**config.mk**
```make
export PLATFORM = sky130hd
export DESIGN_NAME = crc16_frame_checker_core_flat
export DESIGN_NICKNAME = d
export VERILOG_FILES = /design/src/rtl/crc16fc_pkg.sv /design/src/rtl/crc16fc_if.sv /design/src/rtl/crc16fc_frame.sv /design/src/rtl/crc16fc_out_buf.sv /design/src/rtl/crc16_frame_checker_core.sv /design/src/flat_wrapper.sv
export SDC_FILE = /design/constraint.sdc
export NUM_CORES = 1
export LEC_CHECK = 0
export BUFFER_PORTS_ARGS = -buffer_cell sky130_fd_sc_hd__buf_4
export CAP_MARGIN = 10
export CORE_MARGIN = 2
export CORE_UTILIZATION = 48
export CTS_CLUSTER_SIZE = 10
export DETAILED_ROUTE_END_ITERATION = 8
export PLACE_DENSITY = 0.66
export SLEW_MARGIN = 20
export SYNTH_ARGS = -nofsm -noshare
export SYNTH_HDL_FRONTEND = slang
export SYNTH_HIERARCHICAL = 1
export SYNTH_SLANG_ARGS = --single-unit
```
**constraint.sdc**
```tcl
create_clock -name i_clk -period 3.9 [get_ports i_clk]
set_input_delay 0.78 -clock i_clk [delete_from_list [all_inputs] [get_ports i_clk]]
set_output_delay 0.78 -clock i_clk [all_outputs]
set_load 0.01 [all_outputs]
```
**src/rtl/crc16fc_pkg.sv**
```systemverilog
// Package of the CRC-16 frame checker: types, frame constants and the CRC byte update.
// No dependencies; used by the interfaces and by every module of the block.
package crc16fc_pkg;

    localparam int unsigned FRAME_LEN  = 7;
    localparam int unsigned CRC_BYTES  = 5;
    localparam int unsigned COUNT_W    = 4;

    localparam logic [15:0] CRC_INIT   = 16'hFFFF;
    localparam logic [15:0] CRC_POLY   = 16'hA001;
    localparam logic [7:0]  HDR_FIRST  = 8'hAA;
    localparam logic [7:0]  HDR_SECOND = 8'hCC;
    localparam logic [COUNT_W-1:0] COUNT_MAX = '1;

    typedef enum logic [1:0] {
        ST_OK     = 2'd0,
        ST_LENGTH = 2'd1,
        ST_HEADER = 2'd2,
        ST_CRC    = 2'd3
    } t_status;

    typedef struct packed {
        t_status    status;
        logic [7:0] payload_first;
        logic [7:0] payload_second;
        logic [7:0] payload_third;
    } t_result;

    // One byte of the reflected CRC, least significant bit first.
    function automatic logic [15:0] crc_byte(input logic [15:0] crc_in,
                                             input logic [7:0]  data);
        logic [15:0] crc;
        crc = crc_in ^ {8'h00, data};
        for (int k = 0; k < 8; k++) begin
            if (crc[0]) begin
                crc = (crc >> 1) ^ CRC_POLY;
            end else begin
                crc = crc >> 1;
            end
        end
        return crc;
    endfunction

endpackage

```
**src/rtl/crc16fc_if.sv**
```systemverilog
// Valid/ready channel interfaces for the frame checker's byte input and result output.
// Depends on crc16fc_pkg for the status type.
interface crc16fc_in_if;
    logic       valid;
    logic       ready;
    logic [7:0] data_byte;
    logic       last_byte;

    modport source (output valid, output data_byte, output last_byte, input ready);
    modport sink   (input valid, input data_byte, input last_byte, output ready);
endinterface

interface crc16fc_out_if;
    logic                 valid;
    logic                 ready;
    crc16fc_pkg::t_status status;
    logic [7:0]           payload_first;
    logic [7:0]           payload_second;
    logic [7:0]           payload_third;

    modport source (output valid, output status, output payload_first,
                    output payload_second, output payload_third, input ready);
    modport sink   (input valid, input status, input payload_first,
                    input payload_second, input payload_third, output ready);
endinterface

```
**src/rtl/crc16fc_frame.sv**
```systemverilog
// Frame state of the checker: running CRC, byte count, header flag and stored bytes.
// Depends on crc16fc_pkg; produces one result word on the final byte of a frame.
module crc16fc_frame (
    input  logic                 i_clk,
    input  logic                 i_rst_n,
    input  logic                 i_accept,
    input  logic [7:0]           i_data_byte,
    input  logic                 i_last_byte,
    output logic                 o_res_valid,
    output crc16fc_pkg::t_result o_res
);
    import crc16fc_pkg::*;

    logic [15:0]        r_crc,       n_crc;
    logic [COUNT_W-1:0] r_count,     n_count;
    logic               r_hdr_good,  n_hdr_good;
    logic [23:0]        r_payload,   n_payload;
    logic [7:0]         r_crc_high,  n_crc_high;
    logic [15:0]        rx_crc;
    t_status            status;

    always_comb begin
        n_crc      = r_crc;
        n_hdr_good = r_hdr_good;
        n_payload  = r_payload;
        n_crc_high = r_crc_high;
        n_count    = r_count;

        if (r_count < COUNT_W'(CRC_BYTES)) begin
            n_crc = crc_byte(r_crc, i_data_byte);
        end
        if (r_count == COUNT_W'(0) && i_data_byte != HDR_FIRST) begin
            n_hdr_good = 1'b0;
        end
        if (r_count == COUNT_W'(1) && i_data_byte != HDR_SECOND) begin
            n_hdr_good = 1'b0;
        end
        if (r_count == COUNT_W'(2)) begin
            n_payload[7:0] = r_payload[7:0] | i_data_byte;
        end
        if (r_count == COUNT_W'(3)) begin
            n_payload[15:8] = r_payload[15:8] | i_data_byte;
        end
        if (r_count == COUNT_W'(4)) begin
            n_payload[23:16] = r_payload[23:16] | i_data_byte;
        end
        if (r_count == COUNT_W'(5)) begin
            n_crc_high = i_data_byte;
        end
        if (r_count != COUNT_MAX) begin
            n_count = r_count + COUNT_W'(1);
        end

        // The received CRC arrives high byte first, so the final byte is the low half.
        rx_crc = {n_crc_high, i_data_byte};
        if (n_count != COUNT_W'(FRAME_LEN)) begin
            status = ST_LENGTH;
        end else if (!n_hdr_good) begin
            status = ST_HEADER;
        end else if (rx_crc != n_crc) begin
            status = ST_CRC;
        end else begin
            status = ST_OK;
        end

        o_res_valid = i_accept && i_last_byte;
        o_res.status = status;
        if (status == ST_OK) begin
            o_res.payload_first  = n_payload[7:0];
            o_res.payload_second = n_payload[15:8];
            o_res.payload_third  = n_payload[23:16];
        end else begin
            o_res.payload_first  = 8'h00;
            o_res.payload_second = 8'h00;
            o_res.payload_third  = 8'h00;
        end
    end

    always_ff @(posedge i_clk) begin
        if (!i_rst_n || (i_accept && i_last_byte)) begin
            r_crc      <= CRC_INIT;
            r_count    <= '0;
            r_hdr_good <= 1'b1;
            r_payload  <= '0;
            r_crc_high <= '0;
        end else if (i_accept) begin
            r_crc      <= n_crc;
            r_count    <= n_count;
            r_hdr_good <= n_hdr_good;
            r_payload  <= n_payload;
            r_crc_high <= n_crc_high;
        end
    end

endmodule

```
**src/rtl/crc16fc_out_buf.sv**
```systemverilog
// Result register with a skid stage, so a word can be taken in while another waits.
// Depends on crc16fc_pkg for the result word type.
module crc16fc_out_buf (
    input  logic                 i_clk,
    input  logic                 i_rst_n,
    input  logic                 i_push,
    input  crc16fc_pkg::t_result i_data,
    output logic                 o_room,
    output logic                 o_valid,
    output crc16fc_pkg::t_result o_data,
    input  logic                 i_ready
);
    import crc16fc_pkg::*;

    logic    r_out_valid;
    logic    r_skid_valid;
    t_result r_out;
    t_result r_skid;
    logic    take;

    assign take    = r_out_valid && i_ready;
    assign o_room  = !r_skid_valid;
    assign o_valid = r_out_valid;
    assign o_data  = r_out;

    always_ff @(posedge i_clk) begin
        if (!i_rst_n) begin
            r_out_valid  <= 1'b0;
            r_skid_valid <= 1'b0;
        end else if (i_push) begin
            // A push only happens while the skid stage is empty.
            if (!r_out_valid || take) begin
                r_out_valid <= 1'b1;
            end else begin
                r_skid_valid <= 1'b1;
            end
        end else if (take) begin
            if (r_skid_valid) begin
                r_skid_valid <= 1'b0;
            end else begin
                r_out_valid <= 1'b0;
            end
        end
    end

    always_ff @(posedge i_clk) begin
        if (i_push) begin
            if (!r_out_valid || take) begin
                r_out <= i_data;
            end else begin
                r_skid <= i_data;
            end
        end else if (take && r_skid_valid) begin
            r_out <= r_skid;
        end
    end

endmodule

```
**src/rtl/crc16_frame_checker_core.sv**
```systemverilog
// Channel   | Dir | Word contents
// ----------+-----+--------------------------------------------------------
// i_in      | in  | data_byte[7:0], last_byte
// o_out     | out | status[1:0], payload_first, payload_second, payload_third
//
// One byte is taken per cycle while the skid slot is free; the CRC update, header
// and length checks are a single combinational pass from the frame state into the
// result register, loaded with a frame's result when its final byte is accepted.
// Reset clears the frame state to the start of a frame and empties both result slots.
// Input is held off only when the result register and its skid slot are both full.
// Top level of the CRC-16 frame checker; depends on crc16fc_pkg, crc16fc_if,
// crc16fc_frame and crc16fc_out_buf.
module crc16_frame_checker_core (
    input  logic          i_clk,
    input  logic          i_rst_n,
    crc16fc_in_if.sink    i_in,
    crc16fc_out_if.source o_out
);
    import crc16fc_pkg::*;

    logic    accept;
    logic    room;
    logic    res_valid;
    t_result res;
    logic    out_valid;
    t_result out_data;

    assign i_in.ready = room;
    assign accept     = i_in.valid && room;

    crc16fc_frame u_frame (
        .i_clk       (i_clk),
        .i_rst_n     (i_rst_n),
        .i_accept    (accept),
        .i_data_byte (i_in.data_byte),
        .i_last_byte (i_in.last_byte),
        .o_res_valid (res_valid),
        .o_res       (res)
    );

    crc16fc_out_buf u_out_buf (
        .i_clk   (i_clk),
        .i_rst_n (i_rst_n),
        .i_push  (res_valid),
        .i_data  (res),
        .o_room  (room),
        .o_valid (out_valid),
        .o_data  (out_data),
        .i_ready (o_out.ready)
    );

    assign o_out.valid          = out_valid;
    assign o_out.status         = out_data.status;
    assign o_out.payload_first  = out_data.payload_first;
    assign o_out.payload_second = out_data.payload_second;
    assign o_out.payload_third  = out_data.payload_third;

endmodule

```
**src/flat_wrapper.sv**
```systemverilog
// flat-port wrapper written by rule: the top's interface ports become plain ports
module crc16_frame_checker_core_flat import crc16fc_pkg::*;
  (i_clk, i_rst_n, i_in_valid, i_in_data_byte, i_in_last_byte, i_in_ready, o_out_valid, o_out_status, o_out_payload_first, o_out_payload_second, o_out_payload_third, o_out_ready);
  crc16fc_in_if i_in_i ();
  crc16fc_out_if o_out_i ();
  input  logic i_clk;
  input  logic i_rst_n;
  input wire logic [$bits(i_in_i.valid)-1:0] i_in_valid;
  input wire logic [$bits(i_in_i.data_byte)-1:0] i_in_data_byte;
  input wire logic [$bits(i_in_i.last_byte)-1:0] i_in_last_byte;
  output wire logic [$bits(i_in_i.ready)-1:0] i_in_ready;
  output wire logic [$bits(o_out_i.valid)-1:0] o_out_valid;
  output wire logic [$bits(o_out_i.status)-1:0] o_out_status;
  output wire logic [$bits(o_out_i.payload_first)-1:0] o_out_payload_first;
  output wire logic [$bits(o_out_i.payload_second)-1:0] o_out_payload_second;
  output wire logic [$bits(o_out_i.payload_third)-1:0] o_out_payload_third;
  input wire logic [$bits(o_out_i.ready)-1:0] o_out_ready;
  assign i_in_i.valid = i_in_valid;
  assign i_in_i.data_byte = i_in_data_byte;
  assign i_in_i.last_byte = i_in_last_byte;
  assign i_in_ready = i_in_i.ready;
  assign o_out_valid = o_out_i.valid;
  assign o_out_status = o_out_i.status;
  assign o_out_payload_first = o_out_i.payload_first;
  assign o_out_payload_second = o_out_i.payload_second;
  assign o_out_payload_third = o_out_i.payload_third;
  assign o_out_i.ready = o_out_ready;
  crc16_frame_checker_core u_core (.i_clk(i_clk), .i_rst_n(i_rst_n), .i_in(i_in_i), .o_out(o_out_i));
endmodule
```
==> results of run 1 <==
-- what timing repair did --
action                                  4_1_cts  5_1_grt
endpoints found under the hold margin         0        0
cloned                                        0        0
gates resized for setup                       1        1
endpoints found under the setup margin       12        6
-- placed cells by master (no fill, tap or decap), types with 6 or more instances in the layout --
master	n
inv_1	8
nor4_2	19
dfxtp_1	55
a31oi_1	24
and2_1	6
clkbuf_8	9
xnor2_1	16
nand2_1	54
buf_4	54
a21oi_1	38
nand3_1	16
mux2_4	26
nor4_1	7
o211ai_1	6
mux2i_1	17
nor2_1	31
edfxtp_1	52
xor2_1	15
-- sequential cells by signal, summed over array words and instances (netlist names) --
| name | flops |
|---|---|
| u_core/u_frame/r_count | 4 |
| u_core/u_frame/r_crc | 16 |
| u_core/u_frame/r_crc_high | 8 |
| u_core/u_frame/r_hdr_good | 1 |
| u_core/u_frame/r_payload | 24 |
| u_core/u_out_buf/o_data | 26 |
| u_core/u_out_buf/o_valid | 1 |
| u_core/u_out_buf/r_skid | 26 |
| u_core/u_out_buf/r_skid_valid | 1 |
-- through the flow --
| stage | instances | TNS [ps] | utilization | hold WS, ps |
|---|---|---|---|---|
| after global placement | 629 | -96.05 | 0.5260 | 443.2 |
| after floorplan | 472 | 0 | - | 436.0 |
| after global routing | 645 | 0 | 0.5435 | 489.9 |
| after CTS | 645 | 0 | 0.5431 | 471.4 |
| after detailed placement | 629 | -274.7 | 0.5260 | 451.6 |
| final | 645 | 0 | 0.5435 | 469.3 |
-- routing by layer --
metal	vias to the layer above	GRT usage	routed length, um
met5	-	0	0
met4	0	0.06777	126
met3	9	0.03617	362
met2	61	0.2951	5003
met1	1698	0.2644	4952
li1	1762	-	-
-- final cells by class --
class	instances	area share
clock buffer	9	0.02121
timing repair buffer	55	0.07284
sequential	107	0.4559
clock inverter	7	0.009854
multi-input combinational	319	0.4051
inverter	8	0.005141
tap	140	0.02999
-- worst min-delay path by stage --
stage,from,end,depth (start not counted)
global placement,u_core/u_frame/r_crc_high[2],u_core/u_frame/r_crc_high[2],2
global route,u_core/u_frame/r_crc_high[3],u_core/u_frame/r_crc_high[3],2
CTS,u_core/u_frame/r_crc_high[5],u_core/u_frame/r_crc_high[5],2
finish,u_core/u_frame/r_crc_high[5],u_core/u_frame/r_crc_high[5],2
floorplan,u_core/u_frame/r_crc_high[0],u_core/u_frame/r_crc_high[0],2
detailed placement,u_core/u_frame/r_crc_high[0],u_core/u_frame/r_crc_high[0],2
-- logic make-up (layout without fill, tap and decap cells) --
group,after synthesis,in the layout
and+or+nand+nor,149,149
DFF,107,107
AOI/OAI and AO/OA,87,87
buffers and inverters,46,79
muxes,43,43
xor gates and xnor gates,36,36
adders and majority gates,4,4
-- where the power goes --
group          total (uW)  leakage (uW)  internal [uW]  switching, uW
Clock                 642     0.0000898            242            401
Sequential           1230      0.000950           1210           23.9
Combinational         434       0.00119            197            237
Total                2310       0.00223           1640            662
-- worst register-to-register path: cells and delay by family, from the launching register on --
family,cells,cell delay [ps]
adders and majority gates,1,250
buffers and inverters,2,340
DFF,1,390
muxes,1,230
AOI/OAI and AO/OA,2,470
and+or+nand+nor,6,1800
==> out/metrics.csv, run 1 <==
stage,metric,value,unit
cts,Longest Clk Path Bufs,2,
final_layout,NumNets Final,517,
worst_setup_path,R2R Path End,u_core/u_out_buf/o_data[21],
synthesis,ys async rst share,0,
die,die area,11750,um^2
worst_setup_path,CP max stage delay,410,ps
cts,root buffer cell,clkbuf_8,
worst_setup_path,FF-to-FF setup slack,300,ps
timing,final setup vio count,0,
synthesis,Simple-Gate Fraction of Synth Area,0.1597,
synthesis,Synth cell types,49,
worst_setup_path,CP endpoint kind,flop,
worst_setup_path,WP data required,4150,ps
die,Die H,108.4,um
global_routing,initial antenna violation count,0,
detailed_routing,number of detailed-route iterations in the first pass,4,
detailed_routing,WL/cell,16.19,um
placement,port buffer count,40,
worst_setup_path,Crit path top cell by count,nor4_1,
die,Core Area,10750,um^2
power_and_ir_drop,Pwr Total,2306,uW
cts,CTS Hold Buffers Added,0,
synthesis,compound-gate portion of the synthesized area,0.1011,
final_layout,filler instances,937,
worst_setup_path,crit-path leading delay family,simple AND/OR/NAND/NOR gates,
synthesis,"EDFF count, synth",52,
final_layout,layout cells sized above 1,0.2396,
global_routing,total track usage,0.1896,
placement,dpl cell area,5652,um^2
timing,"crit path setup slack, layout",301.6,ps
detailed_routing,drt via density,5.473,
cts,TritonCTS Sinks,107,
synthesis,register area share after synthesis,0.5088,
detailed_routing,vias,3530,
detailed_routing,total wire length,10.45,mm
synthesis,most common cell in the synthesized netlist,dfxtp_1,
worst_setup_path,CP Max Fanout,26,
synthesis,Synth Warn #,6,
synthesis,Synth Area per Inst,11.09,um^2
synthesis,Synth Area in XOR/XNOR,0.07269,
worst_setup_path,crit start category,flop,
detailed_routing,DR iter-0 viols,146,
worst_setup_path,CP Cell Sequence,"inv_1, ha_1, and2b_1, or2_1, o211ai_1, a221oi_1, nand4b_1, nor4_1, nand4_2, buf_12, nor4_1, mux2_4",
global_routing,global route overflow,0,
synthesis,main combinational cell family by area after synthesis,simple AND/OR/NAND/NOR gates,
power_and_ir_drop,maximum vdd drop,0.1905,mV
global_routing,vias in the first global route,3405,
cts,CTS H-tree lvls,3,
timing,Worst Skew,11.95,ps
global_routing,largest net degree at the start of global routing,38,
global_routing,first-pass GRT wire length,17.31,mm
die,width of the die,108.4,um
power_and_ir_drop,total leakage power,0.002230,uW
timing,fin. max-slew vios,0,
final_layout,Area Overhead vs Synth,11.62,%
placement,Placer Congestion,0.7808,
synthesis,Cells after Synth,472,
flow_run,Max Cap Viol,0,
timing,Final Critical Period,3598,ps
detailed_routing,drc violations,0,
worst_setup_path,worst reg2reg startpoint,u_core/u_frame/r_count[0],
outcome,status,finished clean,
cts,TritonCTS Buffers,9,
worst_setup_path,crit path buf inv count,2,
synthesis,Synth area leader,edfxtp_1,
worst_setup_path,Crit. Startpoint,u_core/u_frame/r_count[0],
die,num ports,41,
timing,Slew HR,0.4315,
worst_setup_path,CP Depth,12,
worst_setup_path,worst setup path end,u_core/u_out_buf/o_data[21],
power_and_ir_drop,pwr dens,394.8,nW/um^2
timing,Slew @ Worst Pin,849.6,ps
worst_setup_path,worst endpoint data arrival time,3850,ps
final_layout,# diodes,0,
synthesis,Area contributors post-synth,"edfxtp_1 30%, dfxtp_1 21%, mux2_4 7.5%, nor4_2 4.5%, nand2_1 3.9%",
synthesis,Synth top area share,0.2984,
worst_setup_path,"Max stage delay cell, worst path",nor4_1,
synthesis,mux cell area share after synthesis,0.1071,
final_layout,Sequential Area,2663,um^2
cts,Post-CTS Setup Inserts,0,
synthesis,Post-Synth Adder-Cell Area,0.009565,
worst_setup_path,Reg2Reg Depth,12,
cts,Worst-Skew Late Latency,370,ps
final_layout,area of the multi-input gates,2366,um^2
synthesis,syn_nets,489,
timing,final worst-path cycle share,0.9227,
synthesis,"Top FF cell, synth",dfxtp_1,
final_layout,post-route cell area,5841,um^2
placement,DP Worst Slack,-81.49,ps
timing,highest clock rate,277.9,MHz
synthesis,Post-synth top cells,"55 x dfxtp_1, 54 x nand2_1, 52 x edfxtp_1",
timing,RSZ-0062 raised after global routing,no,
timing,Final Hold Fails,0,
synthesis,#FFs+latches synth,107,
synthesis,Post-Syn Area,5233,um^2
hold_path,Hold Path Class,reg2reg,
die,starting density of the core,0.4870,
worst_setup_path,worst setup path category,reg2reg,
cts,CTS tree,done,
die,Rows,38,
cts,Clock Pin Slew Worst Setup and Hold Paths,100,ps
placement,detailed placement HPWL,6.882,mm
detailed_routing,Post-DRT Antenna Nets,0,
(Power assumes the default switching activity.)
==> run 2: changes to the inputs <==
--- a/config.mk
+++ b/config.mk
@@ -12,6 +12,7 @@
 export CTS_CLUSTER_SIZE = 10
 export DETAILED_ROUTE_END_ITERATION = 8
 export PLACE_DENSITY = 0.66
+export REMOVE_ABC_BUFFERS = 1
 export SLEW_MARGIN = 20
 export SYNTH_ARGS = -nofsm -noshare
 export SYNTH_HDL_FRONTEND = slang
==> out/metrics.csv, run 2 (same netlist as run 1, synthesis figures left out) <==
stage,metric,value,unit,change
placement,dpl cell area,5667,um^2,+0.27%
final_layout,non-filler instance count after layout,647,,+0.31%
cts,CTS Hold Buffers Added,0,,unchanged
worst_setup_path,CP Cell Sequence,"inv_1, ha_1, and2b_1, nor2_2, mux2i_1, xor2_1, nand3_1, nor4_1, nand4_2, buf_12, nor4_1, mux2_4",,
final_layout,"commonest non-fill, non-tap cells in the layout","56 x buf_4, 55 x dfxtp_1, 54 x nand2_1",,
global_routing,initial antenna violation count,0,,unchanged
placement,detailed placement HPWL,6.898,mm,+0.23%
cts,post-cts repair resize count,0,,-1
hold_path,Worst Hold Path Cells,2,,unchanged
die,Rows,38,,unchanged
power_and_ir_drop,Pwr Total,2304,uW,about the same
timing,Slew HR,0.4055,,-0.02600
placement,DP Worst Slack,100.7,ps,+182.2 ps
timing,highest clock rate,283.5,MHz,+2.0%
global_routing,total track usage,0.1775,,-0.01217
timing,Final Hold Fails,0,,unchanged
detailed_routing,WL/cell,15.55,um,-4.0%
detailed_routing,drc violations,0,,unchanged
hold_path,HP Start,u_core/u_frame/r_crc_high[0],,
timing,setup TNS,0,ps,unchanged
die,Core Area,10750,um^2,unchanged
worst_setup_path,Reg2Reg Depth,12,,unchanged
cts,Longest Clk Path Bufs,2,,unchanged
cts,Worst-Skew Late Latency,370,ps,about the same
hold_path,worst min-delay path endpoint,u_core/u_frame/r_crc_high[0],,
cts,root buffer cell,clkbuf_8,,
placement,port buffer count,40,,unchanged
cts,Post-CTS Setup Inserts,0,,unchanged
die,die area,11750,um^2,unchanged
worst_setup_path,crit start category,flop,,
final_layout,Area Overhead vs Synth,11.86,%,
worst_setup_path,CP Max Fanout,26,,unchanged
final_layout,Sequential Area,2663,um^2,unchanged
final_layout,# diodes,0,,unchanged
worst_setup_path,crit path buf inv count,2,,unchanged
worst_setup_path,worst endpoint data arrival time,3770,ps,-80 ps
timing,final setup vio count,0,,unchanged
cts,TritonCTS Buffers,9,,unchanged
final_layout,layout cells sized above 1,0.2426,,+0.003000
timing,Final Critical Period,3528,ps,-70.86 ps
placement,Placer Congestion,0.8671,,+11%
worst_setup_path,CP endpoint kind,flop,,
die,width of the die,108.4,um,unchanged
cts,CTS H-tree lvls,3,,unchanged
die,Die H,108.4,um,unchanged
timing,"crit path setup slack, layout",372.5,ps,+70.86 ps
global_routing,first-pass GRT wire length,16.42,mm,-5.2%
detailed_routing,number of detailed-route iterations in the first pass,4,,unchanged
final_layout,filler instances,930,,-0.75%
die,starting density of the core,0.4870,,unchanged
power_and_ir_drop,pwr dens,393.6,nW/um^2,-0.29%
power_and_ir_drop,maximum vdd drop,0.2148,mV,+13%
worst_setup_path,crit-path leading delay family,simple AND/OR/NAND/NOR gates,,
detailed_routing,drt via density,5.491,,+0.34%
worst_setup_path,R2R Path End,u_core/u_out_buf/o_data[10],,
worst_setup_path,WP data required,4140,ps,about the same
detailed_routing,DR iter-0 viols,192,,+32%
power_and_ir_drop,total leakage power,0.002241,uW,+0.48%
outcome,status,finished clean,,
final_layout,NumNets Final,519,,+0.39%
final_layout,"commonest non-fill, non-tap cell in the layout",buf_4,,
cts,Clock Pin Slew Worst Setup and Hold Paths,100,ps,about the same
timing,Worst Skew,15.00,ps,+3.049 ps
placement,placed insts,631,,+0.32%
detailed_routing,Post-DRT Antenna Nets,0,,unchanged
die,num ports,41,,unchanged
timing,Slew @ Worst Pin,888.4,ps,+38.86 ps
cts,CTS tree,done,,
timing,RSZ-0062 raised after global routing,no,,
flow_run,Max Cap Viol,0,,unchanged
worst_setup_path,Crit. Startpoint,u_core/u_frame/r_count[0],,
worst_setup_path,"Max stage delay cell, worst path",nor2_2,,
worst_setup_path,FF-to-FF setup slack,370,ps,+70 ps
worst_setup_path,worst reg2reg startpoint,u_core/u_frame/r_count[0],,
detailed_routing,total wire length,10.06,mm,-3.7%
timing,fin. max-slew vios,0,,unchanged
worst_setup_path,worst setup path category,reg2reg,,
detailed_routing,vias,3553,,+0.65%
timing,final worst-path cycle share,0.9045,,-0.01817
final_layout,post-route cell area,5853,um^2,+0.21%
hold_path,Hold Path Class,reg2reg,,
cts,TritonCTS Sinks,107,,unchanged
worst_setup_path,CP max stage delay,570,ps,+160 ps
global_routing,vias in the first global route,3370,,-1.0%
global_routing,largest net degree at the start of global routing,33,,-13%
global_routing,global route overflow,0,,unchanged
worst_setup_path,Crit path top cell by count,nor4_1,,
final_layout,area of the multi-input gates,2361,um^2,-0.21%
run 2: cell count changes in the layout (fill, tap and decap cells not counted):
cell / change
buf_4: +2
clkbuf_1: +1
clkinv_1: -1
clkinv_4: -1
inv_8: +1
nor2_2: +1
nor2_4: -1
run 2: worst register-to-register path, stage by stage (launching register included):
cell and delay [ps]:
dfxtp_1 360, inv_1 140, ha_1 220, and2b_1 210, nor2_2 570, mux2i_1 300
xor2_1 160, nand3_1 110, nor4_1 340, nand4_2 160, buf_12 210, nor4_1 400
mux2_4 230
run 2: worst max-delay path by stage:
| stage | to | slack, ps | depth (start not counted) |
|---|---|---|---|
| after floorplan | u_core/u_out_buf/o_data[0] | -210 | 5 |
| after global placement | u_core/u_out_buf/o_data[24] | 120 | 12 |
| after detailed placement | u_core/u_out_buf/o_data[24] | 100 | 12 |
| after CTS | u_core/u_out_buf/o_data[24] | 70 | 12 |
| after global routing | u_core/u_out_buf/o_data[7] | 150 | 12 |
| final | u_core/u_out_buf/o_data[10] | 370 | 12 |
run 2: layout make-up:
class                           instances  area share
Multi-Input combinational cell        319      0.4034
Tap cell                              140     0.02993
Inverter                                8    0.005130
Clock inverter                          6    0.009620
Sequential cell                       107      0.4549
Timing Repair Buffer                   57     0.07525
Clock buffer                           10     0.02180
run 2: per-stage QoR:
stage	hold WS (ps)	utilization
floorplan	436.0	-
global placement	442.1	0.5274
detailed placement	451.1	0.5274
CTS	468.3	0.5445
global route	487.8	0.5447
finish	463.8	0.5447
run 2: where the power goes:
part,leakage (uW),total (uW),switching [uW],internal [uW]
Clock,0.0000913,641,393,248
Sequential,0.000950,1230,24.6,1210
Combinational,0.00120,432,233,200
Total,0.00224,2300,651,1650
run 2: layer usage:
layer / up-vias / routed length (um) / global-route usage / part of all wire
met5: - / 0 / 0 / 0
met2: 75 / 4950 / 0.2978 / 0.49
met1: 1709 / 4641 / 0.2334 / 0.46
met3: 4 / 417 / 0.02893 / 0.041
met4: 0 / 51 / 0.05952 / 0.0051
li1: 1765 / - / - / -
